--- config.mk ---
export PLATFORM = sky130hd
export DESIGN_NAME = bmp_stream_decoder_core_flat
export DESIGN_NICKNAME = d
export VERILOG_FILES = /design/src/rtl/bmpd_pkg.sv /design/src/rtl/bmpd_byte_if.sv /design/src/rtl/bmpd_result_if.sv /design/src/rtl/bmpd_result_fifo.sv /design/src/rtl/bmpd_header.sv /design/src/rtl/bmpd_pixel.sv /design/src/rtl/bmp_stream_decoder_core.sv /design/src/flat_wrapper.sv
export VERILOG_INCLUDE_DIRS = /design/src /design/src/rtl
export SDC_FILE = /design/constraint.sdc
export NUM_CORES = 1
export LEC_CHECK = 0
export BUFFER_PORTS_ARGS = -buffer_cell sky130_fd_sc_hd__buf_2
export CAP_MARGIN = 20
export CORE_ASPECT_RATIO = 0.6
export CORE_MARGIN = 2
export CORE_UTILIZATION = 40
export CTS_BUF_LIST = sky130_fd_sc_hd__clkbuf_4 sky130_fd_sc_hd__clkbuf_8
export CTS_CLUSTER_SIZE = 40
export DETAILED_ROUTE_END_ITERATION = 12
export PLACE_DENSITY = 0.59
export REMOVE_ABC_BUFFERS = 1
export SETUP_SLACK_MARGIN = 0.02
export SYNTH_ARGS = -nofsm -noshare
export SYNTH_HDL_FRONTEND = slang
export SYNTH_SLANG_ARGS = --single-unit
--- constraint.sdc ---
create_clock -name clk -period 7.8 [get_ports clk]
set_input_delay 0.39 -clock clk [delete_from_list [all_inputs] [get_ports clk]]
set_output_delay 0.39 -clock clk [all_outputs]
set_load 0.05 [all_outputs]
--- src/rtl/assert_macros.svh ---
// ----------------------------------------------------------------------------
// assert_macros.svh
// Assertion macros for the BMP stream decoder; empty when NO_ASSERTIONS is set.
// ----------------------------------------------------------------------------
`ifndef ASSERT_MACROS_SVH
`define ASSERT_MACROS_SVH

`ifndef NO_ASSERTIONS

// same-cycle implication
`define BMPD_ASSERT_IMPL(label, clk, rst, ante, cons) \
  label: assert property (@(posedge clk) disable iff (rst) (ante) |-> (cons)) \
    else $error("bmpd: same-cycle check failed");

// next-cycle implication
`define BMPD_ASSERT_NEXT(label, clk, rst, ante, cons) \
  label: assert property (@(posedge clk) disable iff (rst) (ante) |=> (cons)) \
    else $error("bmpd: next-cycle check failed");

`else

`define BMPD_ASSERT_IMPL(label, clk, rst, ante, cons)
`define BMPD_ASSERT_NEXT(label, clk, rst, ante, cons)

`endif

`endif

--- src/rtl/bmpd_pkg.sv ---
// ----------------------------------------------------------------------------
// bmpd_pkg
// Shared constants, status codes and structs of the BMP stream decoder.
// ----------------------------------------------------------------------------
package bmpd_pkg;

  localparam int DEF_MAX_WIDTH  = 4096;
  localparam int DEF_MAX_HEIGHT = 4096;

  // dimension registers hold up to 32767, row byte counts up to 4 * 32767
  localparam int DIM_W  = 15;
  localparam int ROWB_W = DIM_W + 2;

  localparam int RES_DEPTH = 4;

  localparam logic [15:0] SIG_WORD       = 16'h4D42;
  localparam logic [31:0] MIN_DIB        = 32'd40;
  localparam logic [31:0] FILE_HDR_BYTES = 32'h0E;
  localparam logic [31:0] OFS_POS        = 32'h0A;
  localparam logic [31:0] DIB_POS        = 32'h0E;
  localparam logic [31:0] DIM_POS        = 32'h12;
  localparam logic [31:0] HDR_END        = 32'd34;

  // byte positions at which a header field completes
  localparam logic [31:0] POS_SIG    = 32'd1;
  localparam logic [31:0] POS_OFS    = OFS_POS + 32'd3;
  localparam logic [31:0] POS_DIB    = DIB_POS + 32'd3;
  localparam logic [31:0] POS_WIDTH  = DIM_POS + 32'd3;
  localparam logic [31:0] POS_HEIGHT = DIM_POS + 32'd7;
  localparam logic [31:0] POS_PLANES = DIM_POS + 32'd9;
  localparam logic [31:0] POS_BPP    = DIM_POS + 32'd11;
  localparam logic [31:0] POS_COMP   = HDR_END - 32'd1;

  localparam logic [15:0] BPP_24 = 16'd24;
  localparam logic [15:0] BPP_32 = 16'd32;

  typedef enum logic [3:0] {
    ST_OK           = 4'd0,
    ST_SIG_SHORT    = 4'd1,
    ST_BAD_SIG      = 4'd2,
    ST_OFS_SHORT    = 4'd3,
    ST_DIB_SHORT    = 4'd4,
    ST_DIB_SMALL    = 4'd5,
    ST_HDR_SHORT    = 4'd6,
    ST_BAD_DIMS     = 4'd7,
    ST_BAD_PLANES   = 4'd8,
    ST_BAD_BPP      = 4'd9,
    ST_BAD_COMP     = 4'd10,
    ST_TOO_LARGE    = 4'd11,
    ST_OFS_OVERLAP  = 4'd12,
    ST_PIXELS_SHORT = 4'd13
  } status_t;

  typedef struct packed {
    logic        kind;
    logic [11:0] pixel_x;
    logic [11:0] pixel_y;
    logic [7:0]  pixel_blue;
    logic [7:0]  pixel_green;
    logic [7:0]  pixel_red;
    logic [7:0]  pixel_alpha;
    logic [3:0]  status_code;
    logic [12:0] image_width;
    logic [12:0] image_height;
    logic        final_flag;
  } res_t;

  // decoded header as seen by the pixel path
  typedef struct packed {
    logic              header_valid;
    logic              in_data;
    logic              top_first;
    logic              has_alpha;
    logic [DIM_W-1:0]  width;
    logic [DIM_W-1:0]  height;
    logic [ROWB_W-1:0] data_bytes;
    logic [ROWB_W-1:0] stride;
  } hdr_t;

  // header outcome after the current item
  typedef struct packed {
    status_t code;
    logic    valid_hdr;
  } hfin_t;

  // pixel path result for the current item
  typedef struct packed {
    logic valid;
    logic rows_short;
    res_t res;
  } pix_out_t;

endpackage

--- src/rtl/bmpd_byte_if.sv ---
// ----------------------------------------------------------------------------
// bmpd_byte_if
// File byte channel: one byte per item, with an end-of-file mark.
// ----------------------------------------------------------------------------
interface bmpd_byte_if;
  logic       valid;
  logic       ready;
  logic [7:0] data_byte;
  logic       end_of_file;

  modport source (output valid, output data_byte, output end_of_file, input ready);
  modport sink   (input valid, input data_byte, input end_of_file, output ready);
endinterface

--- src/rtl/bmpd_result_if.sv ---
// ----------------------------------------------------------------------------
// bmpd_result_if
// Result channel: a pixel or the final status of a file per item.
// ----------------------------------------------------------------------------
interface bmpd_result_if;
  logic        valid;
  logic        ready;
  logic        kind;
  logic [11:0] pixel_x;
  logic [11:0] pixel_y;
  logic [7:0]  pixel_blue;
  logic [7:0]  pixel_green;
  logic [7:0]  pixel_red;
  logic [7:0]  pixel_alpha;
  logic [3:0]  status_code;
  logic [12:0] image_width;
  logic [12:0] image_height;
  logic        final_flag;

  modport source (output valid, input ready, output kind, output pixel_x, output pixel_y,
                  output pixel_blue, output pixel_green, output pixel_red,
                  output pixel_alpha, output status_code, output image_width,
                  output image_height, output final_flag);
  modport sink   (input valid, output ready, input kind, input pixel_x, input pixel_y,
                  input pixel_blue, input pixel_green, input pixel_red,
                  input pixel_alpha, input status_code, input image_width,
                  input image_height, input final_flag);
endinterface

--- src/rtl/bmpd_result_fifo.sv ---
// ----------------------------------------------------------------------------
// bmpd_result_fifo
// Small result queue: takes up to two items a cycle, hands out one.
// ----------------------------------------------------------------------------
module bmpd_result_fifo import bmpd_pkg::*; #(
  parameter int DEPTH = RES_DEPTH
) (
  input  logic clk,
  input  logic rst,
  input  logic push_first,
  input  res_t first,
  input  logic push_second,
  input  res_t second,
  output logic room,
  output logic head_valid,
  output res_t head,
  input  logic pop
);

  localparam int PW = $clog2(DEPTH);
  localparam int CW = $clog2(DEPTH + 1);

  res_t          mem [DEPTH];
  logic [PW-1:0] wr_ptr;
  logic [PW-1:0] wr_ptr_next;
  logic [PW-1:0] wr_alt;
  logic [PW-1:0] rd_ptr;
  logic [PW-1:0] rd_ptr_inc;
  logic [CW-1:0] count;
  logic [CW-1:0] count_next;

  always_comb begin
    wr_alt      = (wr_ptr == PW'(DEPTH - 1)) ? '0 : wr_ptr + PW'(1);
    rd_ptr_inc  = (rd_ptr == PW'(DEPTH - 1)) ? '0 : rd_ptr + PW'(1);
    wr_ptr_next = wr_ptr;
    if (push_second) begin
      wr_ptr_next = (wr_alt == PW'(DEPTH - 1)) ? '0 : wr_alt + PW'(1);
    end else if (push_first) begin
      wr_ptr_next = wr_alt;
    end
    count_next = count + CW'(push_first) + CW'(push_second) - CW'(pop);
  end

  assign room       = (count <= CW'(DEPTH - 2));
  assign head_valid = (count != '0);
  assign head       = mem[rd_ptr];

  always_ff @(posedge clk) begin
    if (push_first) begin
      mem[wr_ptr] <= first;
    end
    if (push_second) begin
      mem[wr_alt] <= second;
    end
  end

  always_ff @(posedge clk) begin
    if (rst) begin
      wr_ptr <= '0;
      rd_ptr <= '0;
      count  <= '0;
    end else begin
      wr_ptr <= wr_ptr_next;
      count  <= count_next;
      if (pop) begin
        rd_ptr <= rd_ptr_inc;
      end
    end
  end

endmodule

--- src/rtl/bmpd_header.sv ---
// ----------------------------------------------------------------------------
// bmpd_header
// Header parser: byte counter, field shift register and in-order checks.
// ----------------------------------------------------------------------------
module bmpd_header import bmpd_pkg::*; #(
  parameter int MAX_WIDTH  = DEF_MAX_WIDTH,
  parameter int MAX_HEIGHT = DEF_MAX_HEIGHT
) (
  input  logic       clk,
  input  logic       rst,
  input  logic       step,
  input  logic [7:0] data_byte,
  input  logic       end_of_file,
  output hdr_t       hdr,
  output hfin_t      fin
);

  logic [31:0]       byte_position;
  logic [31:0]       byte_position_next;
  logic [31:0]       field_shift;
  logic [31:0]       field_shift_next;
  logic [31:0]       data_offset;
  logic [31:0]       data_offset_next;
  logic [DIM_W-1:0]  stored_width;
  logic [DIM_W-1:0]  stored_width_next;
  logic [DIM_W-1:0]  stored_height;
  logic [DIM_W-1:0]  stored_height_next;
  logic              rows_top_first;
  logic              rows_top_first_next;
  logic              has_alpha;
  logic              has_alpha_next;
  logic              header_valid;
  logic              header_valid_next;
  status_t           error_state;
  status_t           error_state_next;
  logic [ROWB_W-1:0] data_bytes;
  logic [ROWB_W-1:0] data_bytes_next;
  logic [ROWB_W-1:0] stride;
  logic [ROWB_W-1:0] stride_next;

  logic [31:0]       v;
  logic [31:0]       mag;
  logic              active;
  logic [ROWB_W-1:0] db_calc;
  logic [ROWB_W:0]   stride_calc;

  always_comb begin
    byte_position_next = (byte_position == '1) ? byte_position : byte_position + 32'd1;
    v       = {data_byte, field_shift[31:8]};
    mag     = v[31] ? (32'd0 - v) : v;
    active  = (error_state == ST_OK) && !header_valid && (byte_position < HDR_END);
    db_calc = has_alpha ? {stored_width, 2'b00}
                        : ({1'b0, stored_width, 1'b0} + {2'b00, stored_width});
    // round up to a whole number of 32-bit words
    stride_calc = ({1'b0, db_calc} + (ROWB_W + 1)'(3)) & ~((ROWB_W + 1)'(3));

    field_shift_next    = field_shift;
    data_offset_next    = data_offset;
    stored_width_next   = stored_width;
    stored_height_next  = stored_height;
    rows_top_first_next = rows_top_first;
    has_alpha_next      = has_alpha;
    header_valid_next   = header_valid;
    error_state_next    = error_state;
    data_bytes_next     = data_bytes;
    stride_next         = stride;

    if (active) begin
      field_shift_next = v;
      case (byte_position)
        POS_SIG: begin
          if (v[31:16] != SIG_WORD) error_state_next = ST_BAD_SIG;
        end
        POS_OFS: begin
          data_offset_next = v;
        end
        POS_DIB: begin
          if (v < MIN_DIB) begin
            error_state_next = ST_DIB_SMALL;
          end else if ({1'b0, data_offset} < ({1'b0, FILE_HDR_BYTES} + {1'b0, v})) begin
            error_state_next = ST_OFS_OVERLAP;
          end
        end
        POS_WIDTH: begin
          if (v[31] || (v == 32'd0)) begin
            error_state_next = ST_BAD_DIMS;
          end else if (v > 32'(MAX_WIDTH)) begin
            error_state_next = ST_TOO_LARGE;
          end else begin
            stored_width_next = v[DIM_W-1:0];
          end
        end
        POS_HEIGHT: begin
          if (v == 32'd0) begin
            error_state_next = ST_BAD_DIMS;
          end else if (mag > 32'(MAX_HEIGHT)) begin
            error_state_next = ST_TOO_LARGE;
          end else begin
            stored_height_next  = mag[DIM_W-1:0];
            rows_top_first_next = v[31];
          end
        end
        POS_PLANES: begin
          if (v[31:16] != 16'd1) error_state_next = ST_BAD_PLANES;
        end
        POS_BPP: begin
          if ((v[31:16] != BPP_24) && (v[31:16] != BPP_32)) begin
            error_state_next = ST_BAD_BPP;
          end else begin
            has_alpha_next = (v[31:16] == BPP_32);
          end
        end
        POS_COMP: begin
          if (v != 32'd0) begin
            error_state_next = ST_BAD_COMP;
          end else begin
            header_valid_next = 1'b1;
            data_bytes_next   = db_calc;
            stride_next       = stride_calc[ROWB_W-1:0];
          end
        end
        default: begin
        end
      endcase
    end
  end

  always_comb begin
    fin.valid_hdr = header_valid_next;
    if (error_state_next != ST_OK) begin
      fin.code = error_state_next;
    end else if (header_valid_next) begin
      fin.code = ST_OK;
    end else if (byte_position_next < 32'd2) begin
      fin.code = ST_SIG_SHORT;
    end else if (byte_position_next < DIB_POS) begin
      fin.code = ST_OFS_SHORT;
    end else if (byte_position_next < DIM_POS) begin
      fin.code = ST_DIB_SHORT;
    end else begin
      fin.code = ST_HDR_SHORT;
    end
  end

  assign hdr.header_valid = header_valid;
  assign hdr.in_data      = (byte_position >= data_offset);
  assign hdr.top_first    = rows_top_first;
  assign hdr.has_alpha    = has_alpha;
  assign hdr.width        = stored_width;
  assign hdr.height       = stored_height;
  assign hdr.data_bytes   = data_bytes;
  assign hdr.stride       = stride;

  always_ff @(posedge clk) begin
    if (rst || (step && end_of_file)) begin
      byte_position  <= '0;
      field_shift    <= '0;
      data_offset    <= '0;
      stored_width   <= '0;
      stored_height  <= '0;
      rows_top_first <= 1'b0;
      has_alpha      <= 1'b0;
      header_valid   <= 1'b0;
      error_state    <= ST_OK;
      data_bytes     <= '0;
      stride         <= '0;
    end else if (step) begin
      byte_position  <= byte_position_next;
      field_shift    <= field_shift_next;
      data_offset    <= data_offset_next;
      stored_width   <= stored_width_next;
      stored_height  <= stored_height_next;
      rows_top_first <= rows_top_first_next;
      has_alpha      <= has_alpha_next;
      header_valid   <= header_valid_next;
      error_state    <= error_state_next;
      data_bytes     <= data_bytes_next;
      stride         <= stride_next;
    end
  end

endmodule

--- src/rtl/bmpd_pixel.sv ---
// ----------------------------------------------------------------------------
// bmpd_pixel
// Pixel assembler: gathers BGR(A) bytes, tracks column, row and padding.
// ----------------------------------------------------------------------------
module bmpd_pixel import bmpd_pkg::*; (
  input  logic       clk,
  input  logic       rst,
  input  logic       step,
  input  logic [7:0] data_byte,
  input  logic       end_of_file,
  input  hdr_t       hdr,
  output pix_out_t   pix
);

  logic [DIM_W-1:0]  column_count;
  logic [DIM_W-1:0]  column_count_next;
  logic [DIM_W-1:0]  row_count;
  logic [DIM_W-1:0]  row_count_next;
  logic [ROWB_W-1:0] row_byte_count;
  logic [ROWB_W-1:0] row_byte_count_next;
  logic [1:0]        pixel_byte_index;
  logic [1:0]        pixel_byte_index_next;
  logic [7:0]        blue;
  logic [7:0]        green;
  logic [7:0]        red;

  logic              active;
  logic              in_row;
  logic              emit;
  logic              row_end;
  logic [1:0]        last_index;
  logic [ROWB_W-1:0] rb_inc;
  logic [DIM_W-1:0]  y;

  always_comb begin
    active     = step && hdr.header_valid && hdr.in_data && (row_count < hdr.height);
    last_index = hdr.has_alpha ? 2'd3 : 2'd2;
    in_row     = (row_byte_count < hdr.data_bytes);
    rb_inc     = row_byte_count + ROWB_W'(1);
    row_end    = (rb_inc >= hdr.stride);
    emit       = active && in_row && (pixel_byte_index == last_index);
    y          = hdr.top_first ? row_count : (hdr.height - DIM_W'(1) - row_count);

    column_count_next     = column_count;
    row_count_next        = row_count;
    row_byte_count_next   = row_byte_count;
    pixel_byte_index_next = pixel_byte_index;
    if (active) begin
      if (in_row) begin
        if (emit) begin
          column_count_next     = column_count + DIM_W'(1);
          pixel_byte_index_next = 2'd0;
        end else begin
          pixel_byte_index_next = pixel_byte_index + 2'd1;
        end
      end
      row_byte_count_next = rb_inc;
      // drop padding and move to the next row
      if (row_end) begin
        row_byte_count_next   = '0;
        column_count_next     = '0;
        pixel_byte_index_next = 2'd0;
        row_count_next        = row_count + DIM_W'(1);
      end
    end

    pix.valid               = emit;
    pix.rows_short          = (row_count_next < hdr.height);
    pix.res.kind            = 1'b0;
    pix.res.pixel_x         = column_count[11:0];
    pix.res.pixel_y         = y[11:0];
    pix.res.pixel_blue      = (pixel_byte_index == 2'd0) ? data_byte : blue;
    pix.res.pixel_green     = (pixel_byte_index == 2'd1) ? data_byte : green;
    pix.res.pixel_red       = (pixel_byte_index == 2'd2) ? data_byte : red;
    pix.res.pixel_alpha     = hdr.has_alpha ? data_byte : 8'hFF;
    pix.res.status_code     = ST_OK;
    pix.res.image_width     = 13'(hdr.width);
    pix.res.image_height    = 13'(hdr.height);
    pix.res.final_flag      = 1'b0;
  end

  always_ff @(posedge clk) begin
    if (active && in_row) begin
      case (pixel_byte_index)
        2'd0:    blue  <= data_byte;
        2'd1:    green <= data_byte;
        2'd2:    red   <= data_byte;
        default: begin
        end
      endcase
    end
  end

  always_ff @(posedge clk) begin
    if (rst || (step && end_of_file)) begin
      column_count     <= '0;
      row_count        <= '0;
      row_byte_count   <= '0;
      pixel_byte_index <= 2'd0;
    end else begin
      column_count     <= column_count_next;
      row_count        <= row_count_next;
      row_byte_count   <= row_byte_count_next;
      pixel_byte_index <= pixel_byte_index_next;
    end
  end

endmodule

--- src/rtl/bmp_stream_decoder_core.sv ---
// ----------------------------------------------------------------------------
// bmp_stream_decoder_core
// Streaming decoder for uncompressed 24 and 32 bit BMP files. Takes one file
// byte per cycle while the result queue has room, with no gaps needed between
// files. The header is checked field by field as it arrives; after the pixel
// offset each complete pixel comes out as BGRA with its column and top-down
// row, padding dropped. The last byte of a file also yields one status item
// with final_flag set, after any pixel that byte completes. Each byte is
// handled in the cycle it is accepted and its results land in a four-entry
// result queue, so a byte is taken every cycle while the queue has room for
// two results; the result side drains one item per cycle while it is ready.
// ----------------------------------------------------------------------------
`include "assert_macros.svh"

module bmp_stream_decoder_core import bmpd_pkg::*; #(
  parameter int MAX_WIDTH  = DEF_MAX_WIDTH,
  parameter int MAX_HEIGHT = DEF_MAX_HEIGHT
) (
  input logic          clk,
  input logic          rst,
  bmpd_byte_if.sink    file_stream,
  bmpd_result_if.source result_stream
);

  hdr_t     hdr;
  hfin_t    fin;
  pix_out_t pix;
  res_t     status_res;
  res_t     first;
  res_t     head;
  logic     step;
  logic     finish;
  logic     room;
  logic     head_valid;

  assign step   = file_stream.valid && file_stream.ready;
  assign finish = step && file_stream.end_of_file;
  assign file_stream.ready = room;

  bmpd_header #(
    .MAX_WIDTH  (MAX_WIDTH),
    .MAX_HEIGHT (MAX_HEIGHT)
  ) u_header (
    .clk         (clk),
    .rst         (rst),
    .step        (step),
    .data_byte   (file_stream.data_byte),
    .end_of_file (file_stream.end_of_file),
    .hdr         (hdr),
    .fin         (fin)
  );

  bmpd_pixel u_pixel (
    .clk         (clk),
    .rst         (rst),
    .step        (step),
    .data_byte   (file_stream.data_byte),
    .end_of_file (file_stream.end_of_file),
    .hdr         (hdr),
    .pix         (pix)
  );

  always_comb begin
    status_res              = '0;
    status_res.kind         = 1'b1;
    status_res.final_flag   = 1'b1;
    if (fin.valid_hdr) begin
      status_res.status_code  = pix.rows_short ? ST_PIXELS_SHORT : ST_OK;
      status_res.image_width  = 13'(hdr.width);
      status_res.image_height = 13'(hdr.height);
    end else begin
      status_res.status_code  = fin.code;
    end
    first = pix.valid ? pix.res : status_res;
  end

  bmpd_result_fifo #(
    .DEPTH (RES_DEPTH)
  ) u_fifo (
    .clk         (clk),
    .rst         (rst),
    .push_first  (pix.valid || finish),
    .first       (first),
    .push_second (pix.valid && finish),
    .second      (status_res),
    .room        (room),
    .head_valid  (head_valid),
    .head        (head),
    .pop         (head_valid && result_stream.ready)
  );

  assign result_stream.valid        = head_valid;
  assign result_stream.kind         = head.kind;
  assign result_stream.pixel_x      = head.pixel_x;
  assign result_stream.pixel_y      = head.pixel_y;
  assign result_stream.pixel_blue   = head.pixel_blue;
  assign result_stream.pixel_green  = head.pixel_green;
  assign result_stream.pixel_red    = head.pixel_red;
  assign result_stream.pixel_alpha  = head.pixel_alpha;
  assign result_stream.status_code  = head.status_code;
  assign result_stream.image_width  = head.image_width;
  assign result_stream.image_height = head.image_height;
  assign result_stream.final_flag   = head.final_flag;

  `BMPD_ASSERT_NEXT(a_state_clear_after_eof, clk, rst, finish, !hdr.header_valid)
  `BMPD_ASSERT_IMPL(a_pixel_needs_header, clk, rst, pix.valid, step && hdr.header_valid)
  `BMPD_ASSERT_IMPL(a_final_only_on_status, clk, rst, head_valid, head.final_flag == head.kind)

endmodule
--- src/flat_wrapper.sv ---
// flat-port wrapper written by rule: the top's interface ports become plain ports
module bmp_stream_decoder_core_flat import bmpd_pkg::*;
#(
  parameter int MAX_WIDTH  = DEF_MAX_WIDTH,
  parameter int MAX_HEIGHT = DEF_MAX_HEIGHT
)
  (clk, rst, file_stream_valid, file_stream_data_byte, file_stream_end_of_file, file_stream_ready, result_stream_valid, result_stream_ready, result_stream_kind, result_stream_pixel_x, result_stream_pixel_y, result_stream_pixel_blue, result_stream_pixel_green, result_stream_pixel_red, result_stream_pixel_alpha, result_stream_status_code, result_stream_image_width, result_stream_image_height, result_stream_final_flag);
  bmpd_byte_if file_stream_i ();
  bmpd_result_if result_stream_i ();
  input logic clk;
  input logic rst;
  input wire logic [$bits(file_stream_i.valid)-1:0] file_stream_valid;
  input wire logic [$bits(file_stream_i.data_byte)-1:0] file_stream_data_byte;
  input wire logic [$bits(file_stream_i.end_of_file)-1:0] file_stream_end_of_file;
  output wire logic [$bits(file_stream_i.ready)-1:0] file_stream_ready;
  output wire logic [$bits(result_stream_i.valid)-1:0] result_stream_valid;
  input wire logic [$bits(result_stream_i.ready)-1:0] result_stream_ready;
  output wire logic [$bits(result_stream_i.kind)-1:0] result_stream_kind;
  output wire logic [$bits(result_stream_i.pixel_x)-1:0] result_stream_pixel_x;
  output wire logic [$bits(result_stream_i.pixel_y)-1:0] result_stream_pixel_y;
  output wire logic [$bits(result_stream_i.pixel_blue)-1:0] result_stream_pixel_blue;
  output wire logic [$bits(result_stream_i.pixel_green)-1:0] result_stream_pixel_green;
  output wire logic [$bits(result_stream_i.pixel_red)-1:0] result_stream_pixel_red;
  output wire logic [$bits(result_stream_i.pixel_alpha)-1:0] result_stream_pixel_alpha;
  output wire logic [$bits(result_stream_i.status_code)-1:0] result_stream_status_code;
  output wire logic [$bits(result_stream_i.image_width)-1:0] result_stream_image_width;
  output wire logic [$bits(result_stream_i.image_height)-1:0] result_stream_image_height;
  output wire logic [$bits(result_stream_i.final_flag)-1:0] result_stream_final_flag;
  assign file_stream_i.valid = file_stream_valid;
  assign file_stream_i.data_byte = file_stream_data_byte;
  assign file_stream_i.end_of_file = file_stream_end_of_file;
  assign file_stream_ready = file_stream_i.ready;
  assign result_stream_valid = result_stream_i.valid;
  assign result_stream_i.ready = result_stream_ready;
  assign result_stream_kind = result_stream_i.kind;
  assign result_stream_pixel_x = result_stream_i.pixel_x;
  assign result_stream_pixel_y = result_stream_i.pixel_y;
  assign result_stream_pixel_blue = result_stream_i.pixel_blue;
  assign result_stream_pixel_green = result_stream_i.pixel_green;
  assign result_stream_pixel_red = result_stream_i.pixel_red;
  assign result_stream_pixel_alpha = result_stream_i.pixel_alpha;
  assign result_stream_status_code = result_stream_i.status_code;
  assign result_stream_image_width = result_stream_i.image_width;
  assign result_stream_image_height = result_stream_i.image_height;
  assign result_stream_final_flag = result_stream_i.final_flag;
  bmp_stream_decoder_core #(.MAX_WIDTH(MAX_WIDTH), .MAX_HEIGHT(MAX_HEIGHT)) u_core (.clk(clk), .rst(rst), .file_stream(file_stream_i), .result_stream(result_stream_i));
endmodule
==> reports/metrics.cfg <==
[timing]
slew_violations = 0
fin_crit_sh = 0.833
rsz0062_at_grt = no
fin_skew_ns = 0.0395
worstMarginPinSlew_ns = 1.06
fmax_ghz = 0.154
setup-violations-final = 0
hold_viol_final = 0
slew_headroom = 0.293
period_needed_ns = 6.50
hold_slack_ns = 0.121
setup_slack_ns = 1.30

[die]
design.die.area_um2 = 80700
fp-row-count = 79
fp.dieW_um = 365
ios = 103
start_util = 0.404
coreArea_um2 = 77500
die_y_um = 221

[final_layout]
nNetsFinal = 3486
drive_gt1_frac = 0.142
syn2layout_area_growth_pct = 10.8
nFillCells = 7614
antennaDiodeCount = 0
design_area_um2 = 34700

[placed_design]
dpl_cell_area_um2 = 32700
dp_hpwl_um = 64300
gp_congestion = 0.913
portBuffers = 102
pre_cts_slack_ns = 1.34

[clock_tree]
cts_max_level = 3
cts_resized = 0
cts_buffer_depth = 3
clk_latency_ns = 0.76
cts_tree = built
root_buffer = clkbuf_8
cts.sinks = 584
clk_pin_slew_ns = 0.07
cts_buffers = 89

[synthesis]
synthCells = 3308
ys_async_sr_fraction = 0
synth_flop_cell = dfxtp_1
yosys.cell_types.count = 89
yosys_warnings = 0
avgSynthCellArea_um2 = 9.47
synth_seq_cells = 584
syn_area_um2 = 31300
synth_edf_count = 144
ys_seq_area_frac = 0.419

[critical_path]
start_kind = flip-flop
crit_fanout = 10
crit_required_ns = 8.35
crit_path_end_kind = flip-flop
worstSetupPathType = flip-flop to flip-flop
slowest_delay_ns = 0.67
crit_path_frequent_cell = ha_1
slowest_stage = or4_1
critical_path_arrival_ns = 7.04

[detailed_routing]
drcViolationCount = 0
vias = 26008
wl_per_cell_um = 21.8
ant_nets = 0
first_pass_iters = 5
drt_iter0_drc = 2940
postRouteWirelength_um = 96700
viasPerCell = 5.87

[pwr]
powerDensity_nw_per_um2 = 226
p_leak_nw = 12.2
ir_drop_v = 0.000287

[global_route]
grt_max_degree = 90
grt_overflow = 0
grt_pass1_wl_um = 150000
antenna_found_initial = 2
grt_pass1_vias = 24468
grt_usage = 0.238

[flow_run]
drv_cap = 0

[outcome]
status = finished clean

[worst_hold_path]
hold_class = input pin to flip-flop

-- final cells by class --
type | count | area (um2) | share of cell area
repair buffers | 152 | 916 | 0.0264
clock inverters | 39 | 414 | 0.0119
flip-flops and latches | 584 | 13100 | 0.378
well taps | 1053 | 1320 | 0.0379
multi-input cells | 2337 | 16800 | 0.483
clock buffers | 128 | 1640 | 0.0471
inverters | 137 | 514 | 0.0148
-- per-layer routing --
metal  GRT usage  vias to the layer above  share of wire
met2       0.302                     1099           0.38
met4      0.0469                        0          0.014
li1            -                    12110              -
met3      0.0535                      101          0.091
met5           0                        -              0
met1       0.397                    12698           0.52
-- report_power, final --
part	switching [W]	leakage (nW)	internal, W
combinational	0.00112	6.43	0.000455
sequential	0.000128	4.71	0.00318
clock	0.00132	1.08	0.00163
total	0.00257	12.2	0.00527
-- cell families (layout without fill, tap and decap cells) --
family          count (synthesis)  after routing  synth area share
mux                           144            144            0.0821
simple gates                 1117           1117             0.169
compound gates                765            765             0.174
buf+inv                       387            456            0.0476
flops                         584            584             0.419
fa+ha+maj                     172            172            0.0696
xor+xnor                      139            139            0.0388
-- Yosys cell counts (all sizes together), types with 54 or more instances --
| library cell | instances | area, um2 |
|---|---|---|
| nor2 | 329 | 1240 |
| nand4 | 59 | 369 |
| o21ai | 92 | 460 |
| mux4 | 87 | 1960 |
| ha | 168 | 2100 |
| dfxtp | 440 | 8810 |
| xor2 | 54 | 473 |
| xnor2 | 85 | 744 |
| clkbuf | 202 | 758 |
| nand3 | 84 | 420 |
| o2bb2ai | 139 | 1220 |
| a21oi | 207 | 1040 |
| edfxtp | 144 | 4320 |
| inv | 137 | 514 |
| nand2 | 356 | 1340 |
-- through the flow --
step                total power (W)  cells   util  setup TNS, ns
floorplan                   0.00438   3058      -       -1360.52
global placement            0.00492   4261  0.421              0
detailed placement          0.00492   4261  0.421              0
CTS                         0.00787   4430  0.448              0
global route                0.00813   4430  0.448              0
finish                      0.00784   4430  0.448              0
-- timing repair --
item | CTS | global route
buffers inserted | 0 | 0
hold buffers | 2 | 0
hold endpoints to repair | 9 | 0
-- flip-flops by register name, indices dropped and copies added (netlist names), 12 cells and up, named ones only --
register	flops
u_core.u_header.data_bytes	17
u_core.u_header.stride	15
u_core.u_pixel.column_count	12
u_core.u_header.stored_height	15
u_core.u_header.data_offset	32
u_core.u_pixel.row_count	15
u_core.u_header.field_shift	24
u_core.u_pixel.row_byte_count	17
u_core.u_header.byte_position	32
u_core.u_header.stored_width	15
u_core.u_fifo.mem	348
-- final timing paths --
| check | startpoint | end | slack (ns) | cells past startpoint |
|---|---|---|---|---|
| setup / recovery | u_core.u_pixel.row_byte_count[0] | u_core.u_fifo.mem[1][29] | 1.30 | 25 |
| hold / removal | file_stream_data_byte[0] | u_core.u_header.field_shift[24] | 0.12 | 3 |
| setup reg to reg | u_core.u_pixel.row_byte_count[0] | u_core.u_fifo.mem[1][29] | 1.30 | 25 |
| hold reg to reg | u_core.u_header.stride[13] | u_core.u_header.stride[13] | 0.46 | 2 |
-- cells in the final DEF (no fill, tap or decap), types with 18 or more instances in the layout --
| master | instances |
|---|---|
| buf_2 | 102 |
| a22o_1 | 20 |
| dfxtp_1 | 438 |
| and3_1 | 30 |
| clkbuf_8 | 108 |
| clkbuf_4 | 20 |
| buf_4 | 46 |
| xnor2_1 | 85 |
| mux2_2 | 33 |
| or3_1 | 25 |
| a32o_1 | 44 |
| nand3_1 | 84 |
| nor3_1 | 42 |
| edfxtp_1 | 144 |
| mux4_2 | 87 |
| nor4_1 | 44 |
| a21o_1 | 42 |
| o21a_1 | 18 |
| nand4_1 | 59 |
| a211oi_1 | 48 |
| and2_1 | 34 |
| mux2i_1 | 24 |
| a21oi_1 | 203 |
| nand2b_1 | 21 |
| ha_1 | 168 |
| nor2_1 | 325 |
| o21ai_0 | 91 |
| o2bb2ai_1 | 139 |
| xor2_1 | 54 |
| nand2_1 | 355 |
| inv_1 | 133 |
-- worst max-delay path: cells and delay by family, from the launching register on --
family,cells,cell delay (ns)
XOR/XNOR,2,0.34
adder cells (fa/ha/maj),3,0.85
AND/OR/NAND/NOR,11,3.07
flip-flops,1,0.43
buffers and inverters,1,0.18
AO/OA/AOI/OAI,8,1.42
Power figures use the tool's default switching activity.
